`config.mk`:
```
export PLATFORM = sky130hd
export DESIGN_NAME = dsf_front
export DESIGN_NICKNAME = d
export VERILOG_FILES = /design/src/rtl/core/dsf_pkg.sv /design/src/rtl/core/dsf_front.sv
export SDC_FILE = /design/constraint.sdc
export NUM_CORES = 1
export LEC_CHECK = 0
export ABC_AREA = 1
export BUFFER_PORTS_ARGS = -buffer_cell sky130_fd_sc_hd__buf_2
export CAP_MARGIN = 20
export CORE_MARGIN = 3
export CORE_UTILIZATION = 45
export DETAILED_ROUTE_END_ITERATION = 8
export PLACE_DENSITY_LB_ADDON = 0.25
export SLEW_MARGIN = 40
export SYNTH_ARGS = -nofsm -noshare
export SYNTH_HDL_FRONTEND = slang
export SYNTH_SLANG_ARGS = --single-unit
```
`constraint.sdc`:
```
create_clock -name clk_i -period 1.5 [get_ports clk_i]
set_input_delay 0.15 -clock clk_i [delete_from_list [all_inputs] [get_ports clk_i]]
set_output_delay 0.15 -clock clk_i [all_outputs]
set_load 0.05 [all_outputs]
```
`src/rtl/core/dsf_pkg.sv`:
```
// types, constants and helper functions shared by the dsf block deinterleaver
package dsf_pkg;

  localparam int unsigned MaxChannels = 8;
  localparam int unsigned BlockBytes  = 4096;
  localparam int unsigned StoreDepth  = MaxChannels * BlockBytes;
  localparam int unsigned StoreAw     = $clog2(StoreDepth);

  localparam int unsigned ChW     = 4;
  localparam int unsigned BsW     = 13;
  localparam int unsigned ByteW   = 8;
  localparam int unsigned ChIdxW  = 3;
  localparam int unsigned FillW   = StoreAw + 1;
  localparam int unsigned PosW    = FillW;
  localparam int unsigned AddrW   = StoreAw + 2;
  localparam int unsigned FrameW  = ChW + BsW;
  localparam int unsigned SpanW   = PosW + ChW + 1;
  localparam int unsigned CfgW    = BsW;
  localparam int unsigned CfgIdxW = 2;

  localparam logic [ChW-1:0] ChannelsRst  = 4'd2;
  localparam logic [BsW-1:0] BlockSizeRst = 13'd4096;
  localparam logic           LsbFirstRst  = 1'b1;

  typedef enum logic [CfgIdxW-1:0] {
    REG_CHANNELS   = 2'd0,
    REG_BLOCK_SIZE = 2'd1,
    REG_LSB_FIRST  = 2'd2
  } reg_idx_e;

  typedef enum logic {
    CMD_LOAD = 1'b0,
    CMD_READ = 1'b1
  } cmd_kind_e;

  typedef struct packed {
    cmd_kind_e        kind;
    logic [ByteW-1:0] data;
    logic             eod;
  } cmd_t;

  typedef struct packed {
    logic [ChW-1:0]    channels;
    logic [BsW-1:0]    block_size;
    logic              lsb_first;
    logic [FrameW-1:0] frame_bytes;
  } cfg_t;

  typedef enum logic [1:0] {
    ST_IDLE,
    ST_READ_START,
    ST_READ_DATA
  } back_state_e;

  function automatic logic [ChW-1:0] eff_channels(input logic [ChW-1:0] raw);
    logic [ChW-1:0] res;
    res = raw;
    if (raw == '0) begin
      res = ChW'(1);
    end else if (raw > ChW'(MaxChannels)) begin
      res = ChW'(MaxChannels);
    end
    return res;
  endfunction

  function automatic logic [BsW-1:0] eff_block_size(input logic [BsW-1:0] raw);
    logic [BsW-1:0] res;
    res = raw;
    if (raw == '0) begin
      res = BsW'(1);
    end else if (raw > BsW'(BlockBytes)) begin
      res = BsW'(BlockBytes);
    end
    return res;
  endfunction

  function automatic logic [ByteW-1:0] reverse_byte(input logic [ByteW-1:0] b);
    logic [ByteW-1:0] res;
    for (int k = 0; k < ByteW; k++) begin
      res[ByteW-1-k] = b[k];
    end
    return res;
  endfunction

endpackage

```
`src/rtl/core/dsf_front.sv`:
```
// front end: takes input words, turns them into load or read commands, two-entry queue
module dsf_front (
  input  logic           clk_i,
  input  logic           rst_ni,
  input  logic           in_valid_i,
  output logic           in_stall_o,
  input  logic           mode_i,
  input  logic [7:0]     data_byte_i,
  input  logic           end_of_data_i,
  output logic           cmd_valid_o,
  output dsf_pkg::cmd_t  cmd_o,
  input  logic           cmd_pop_i
);
  import dsf_pkg::*;

  cmd_t       slot_q [2];
  logic       wr_ptr_q, wr_ptr_d;
  logic       rd_ptr_q, rd_ptr_d;
  logic [1:0] count_q, count_d;
  cmd_t       cmd_in;
  logic       push;
  logic       pop;

  always_comb begin
    cmd_in.kind = mode_i ? CMD_READ : CMD_LOAD;
    // data and end marker only mean something for a load
    cmd_in.data = mode_i ? '0 : data_byte_i;
    cmd_in.eod  = mode_i ? 1'b0 : end_of_data_i;
  end

  assign in_stall_o  = (count_q == 2'd2);
  assign cmd_valid_o = (count_q != 2'd0);
  assign cmd_o       = slot_q[rd_ptr_q];
  assign push        = in_valid_i && !in_stall_o;
  assign pop         = cmd_pop_i && cmd_valid_o;

  always_comb begin
    wr_ptr_d = push ? !wr_ptr_q : wr_ptr_q;
    rd_ptr_d = pop ? !rd_ptr_q : rd_ptr_q;
    count_d  = count_q + {1'b0, push} - {1'b0, pop};
  end

  always_ff @(posedge clk_i) begin
    if (push) begin
      slot_q[wr_ptr_q] <= cmd_in;
    end
  end

  always_ff @(posedge clk_i or negedge rst_ni) begin
    if (!rst_ni) begin
      wr_ptr_q <= 1'b0;
      rd_ptr_q <= 1'b0;
      count_q  <= 2'd0;
    end else begin
      wr_ptr_q <= wr_ptr_d;
      rd_ptr_q <= rd_ptr_d;
      count_q  <= count_d;
    end
  end

endmodule

```
; ---- Yosys cells after proc, flatten, opt, wreduce, memory -nomap -nowiden
; Memory sizes are Yosys's and may differ from the RTL's.
; Index checks and enable logic that the tools add are counted.
; Widths: inputs -> output; s select.
[word_totals]
ff_bits = 4
ram_bits = 20
inputBits = 14
output_inout_bits = 12
wordCells = 18
memories = 1
[mem_list]
columns = name, words, word_bits, read_ports, rd_ports_with_merged_regs, wr, line_no
row1 = slot_q, 2, 10, 1, 0, 1, dsf_front.sv:16  ; cmd_t slot_q [2];
[op_classes]
add_sub_neg = 2
eq_ne = 1
muxes = 5
n_reduce_logical = 6
[ops]
columns = operator, count
row1 = $mux 8, 1
row2 = $mux 1, 4
row3 = $logic_not 1->1, 3
row4 = $add 2x1->2, 1
row5 = $eq 2x2->1 const B, 1
row6 = $logic_and 1x1->1, 2
row7 = $reduce_bool 2->1, 1
row8 = $sub 2x1->2, 1

; ---- Longest topological paths before layout
[depth]
depth_word = 5
mapped_depth = 10
depth_no_buf = 10

; ---- Worst setup path before layout
; Ideal clock, no wire load.
[synth_path]
path_type = reg-to-reg
from = register count_q[1]
to = register count_q[1]
setup_time_ns = 0.116
arrival_time_ns = 1.390
required_ns = 1.384
slack_ns = -0.006
path_stages_with_launch = 11
n_path_buf = 0
period_less_slack_ns = 1.506
cell_sequence = dfrtp_1 -> inv_1 -> nand2_2 -> nand2_1 -> inv_1 -> ha_1 -> inv_1 -> ha_1 -> inv_1 -> nand2_1 -> nand2_1
[synth_via]
word_cells_on_any_way = 7
classes_between = add/sub (2) / eq/ne (1) / reduce/logical (4)
[synth_lines]
columns = element, line_no
row1 = start: declaration, dsf_front.sv:19  ; logic [1:0] count_q, count_d;
row2 = start signal: assignment, dsf_front.sv:57  ; count_q <= count_d;
row3 = $reduce_bool 2->1, dsf_front.sv:32  ; assign cmd_valid_o = (count_q != 2'd0);
row4 = named net cmd_valid_o, dsf_front.sv:10  ; output logic cmd_valid_o,
row5 = $logic_and 1x1->1, dsf_front.sv:35  ; assign pop = cmd_pop_i && cmd_valid_o;
row6 = named net pop, dsf_front.sv:22  ; logic pop;
row7 = $sub 2x1->2, dsf_front.sv:40  ; count_d = count_q + {1'b0, push} - {1'b0, pop};
row8 = named net count_d[1], dsf_front.sv:19
; The timed path passes the listed nets, and every way through them passes these cells.
; A chain may end at the register's enable or synchronous reset.

==> out/qor.txt <==
max cap viols = 0
Yosys top cell by area = edfxtp_1
worst hold stages = 3
Clock Sinks = 24
Max Buffers Root-to-Sink = 2
asr flop ratio synth = 0.1667
CP Cell Sequence = inv_4, nand2_1, nand2_1, buf_2
DRC Markers = 0
die area = 0.002924 mm^2
Mapped Cells = 104
CP max stage delay = 0.46 ns
post-route minimum period = 1.417 ns
Sum Neg Setup Slack = 0 ns
vias = 728
Post-synth EDFFs = 20
post-synthesis compound-gate area fraction = 0
H-tree Lvls = 1
Comb pwr share = 0.504
met1 global-route usage = 0.1613
RSZ-0062 raised after global routing = false
hold path start = cmd_pop_i
I/O pins = 26
row cnt = 16
clock skew = 0.007170 ns
post-detailed-routing wire length = 1781 um
initial DRC count = 8
clock-pin transition on the worst setup and hold timing paths = 0.12 ns
synthesized area per cell = 9.998 um^2
main combinational cell family by area after synthesis = simple AND/OR/NAND/NOR gates
Worst EP arrival = 1.27 ns
xor/xnor share of the synthesized area = 0
CP most frequent cell = nand2_1
floorplan core area = 0.002082 mm^2
diode count = 0
CP Data Required Time = 1.35 ns
post-route antenna net violation count = 0
RR Startpoint = count_q[1]
sequential cell area = 701.9 um^2
GPL Wtd Cong = 0.6731
ys flop type = edfxtp_1
first-pass GRT wire length = 2746 um
worst slew pin tran = 0.2562 ns
CP Max Fanout = 11
met3 GRT Util = 0.02770
fin crit share = 0.9446
Final Hold Fails = 0
sequential element share of the synthesized area = 0.6739
Placed Cells = 156
initial antenna violation count = 0
Min-Delay Endpoint = rd_ptr_q
clock power share = 0.155
Die Width = 54.07 um
total grt overflow = 0
leak pwr = 0.6665 nW
fmax = 705.7 MHz
mux contribution to synthesized area = 0
Area Growth Syn to Fin = 26.35%
number of global-route vias before repair = 659
Post-Syn Nets = 120
worst skew pair latency = 0.31 ns
largest net degree at the start of global routing = 15
Port Buffers = 25
reg-to-reg slack, setup = 0.09 ns
fraction of layout cells with a size suffix above 1 = 0.2985
All-Layer GR Usage = 0.1356
Min-Delay Path Class = in2reg
CP Capture Type = primary output
worst vdd ir = 1.391 mV
switching power total = 1.331 mW
post-synthesis instance area = 0.001040 mm^2
CTS tree = built
Post CTS Setup Buffer Count = 0
filler instances = 176
Detail Placement HPWL = 1323 um
Slew Limit Fails = 0
root buf cell = clkbuf_4
die span in y = 54.07 um
Reg2Reg Depth = 10
switch share = 0.4505
CP bufs+invs = 2
Synth Area in Adders = 0.02407
Synth top area share = 0.5776
Netlist cell types = 12
outcome = finished, final reports clean
cell family with most CP delay = flip-flops
most common cell in the netlist = nand2_1
r2r endpoint = count_q[1]
Setup Crit Path Kind = reg2out
multi-input combinational cell area = 259.0 um^2
wire length per cell = 11.06 um
Worst setup SP type = flop
Vias/cell = 4.522
P per Cell Area = 2249 mW/mm^2
met2 Track Usage GR = 0.2339
simple-gate share of the synthesized area = 0.2106
Nets = 151
Int Power = 1.624 mW
gr busiest metal = met2
sequential power share = 0.342
commonest cells in the netlist = 41 x nand2_1, 20 x edfxtp_1, 18 x inv_1
Power Total = 2.955 mW
yosys warns = 0
fin cells = 161
CTS buffer count = 3
Finish-stage setup viols = 0
top cells by area, synth = edfxtp_1 58%, nand2_1 15%, dfrtp_1 9.6%
effective utilization at floorplan = 0.4994
register bit total from synthesis = 24
Slowest cell on crit path = dfrtp_2
Worst slew margin = 0.8304
DRT Pass-1 Iters = 4
## metal layers
metal,up-vias,wire length (um)
met3,2,93
met1,329,736
met4,0,19
met5,-,0
met2,17,931
li1,380,-
## power groups by stage
stage	registers (mW)	logic [mW]	clock network, mW
after floorplan	0.993	1.09	0
after global placement	1.01	1.38	0
after detailed placement	1.01	1.41	0
after CTS	0.998	1.43	0.472
after global routing	1.03	1.60	0.504
final	1.01	1.49	0.458
## flip-flops by register name, indices dropped and copies added (netlist names)
signal	count
rd_ptr_q	1
wr_ptr_q	1
slot_q	20
count_q	2
## layout make-up
type	instances	share of cell area
Timing Repair Buffer	29	0.1467
Tap cell	27	0.02571
Multi-Input combinational cell	58	0.1971
Inverter	19	0.05619
Clock inverter	1	0.02286
Clock buffer	3	0.01714
Sequential cell	24	0.5343
## worst min-delay path, delay by kind of cell
kind	cells	cell delay, ns
buf+inv	1	0.12
simple gates	2	0.12
## through the flow
stage	util	area, um^2	setup slack, ns	hold slack (ns)
floorplan	-	1045	0.06486	-0.1456
global placement	0.5835	1215	0.1593	-0.03968
detailed placement	0.5835	1215	0.05113	-0.03682
CTS	0.6160	1282	0.0003345	0.07070
global route	0.6310	1314	0.004394	0.09092
finish	0.6310	1314	0.08304	0.1089
## timing repair
action / CTS / global route
hold endpoints to repair: 4 / 0
cloned: 0 / 0
hold buffers: 1 / 0
setup endpoints to repair: 2 / 11
gates resized for setup: 2 / 18
## cells by family after synthesis
logic type | after synthesis
buffers and inverters | 22
adders and majority gates | 2
DFF | 24
and+or+nand+nor | 56
## worst max path at each step
| stage | start | to | slack (ns) | cells past startpoint |
|---|---|---|---|---|
| 2_1_floorplan | count_q[1] | count_q[1] | 0.06 | 10 |
| 3_3_place_gp | count_q[1] | count_q[1] | 0.16 | 10 |
| 3_5_place_dp | count_q[1] | count_q[1] | 0.05 | 10 |
| 4_1_cts | rd_ptr_q | cmd_o[6] | 0.0003 | 4 |
| 5_1_grt | rd_ptr_q | cmd_o[8] | 0.004 | 4 |
| 6_report | rd_ptr_q | cmd_o[5] | 0.08 | 4 |
## cell usage in the layout, fill, tap and decap left out, types with 2 or more instances in the layout
master / synthesis / routed
clkbuf_4: 0 / 6
nor2_1: 10 / 10
inv_1: 18 / 16
inv_2: 1 / 2
edfxtp_1: 20 / 20
nand3_1: 3 / 3
nand2_4: 0 / 2
dfrtp_1: 4 / 3
nand2_1: 41 / 40
buf_2: 1 / 16
buf_4: 1 / 8
Note: power is estimated with default switching activity, not from simulation.
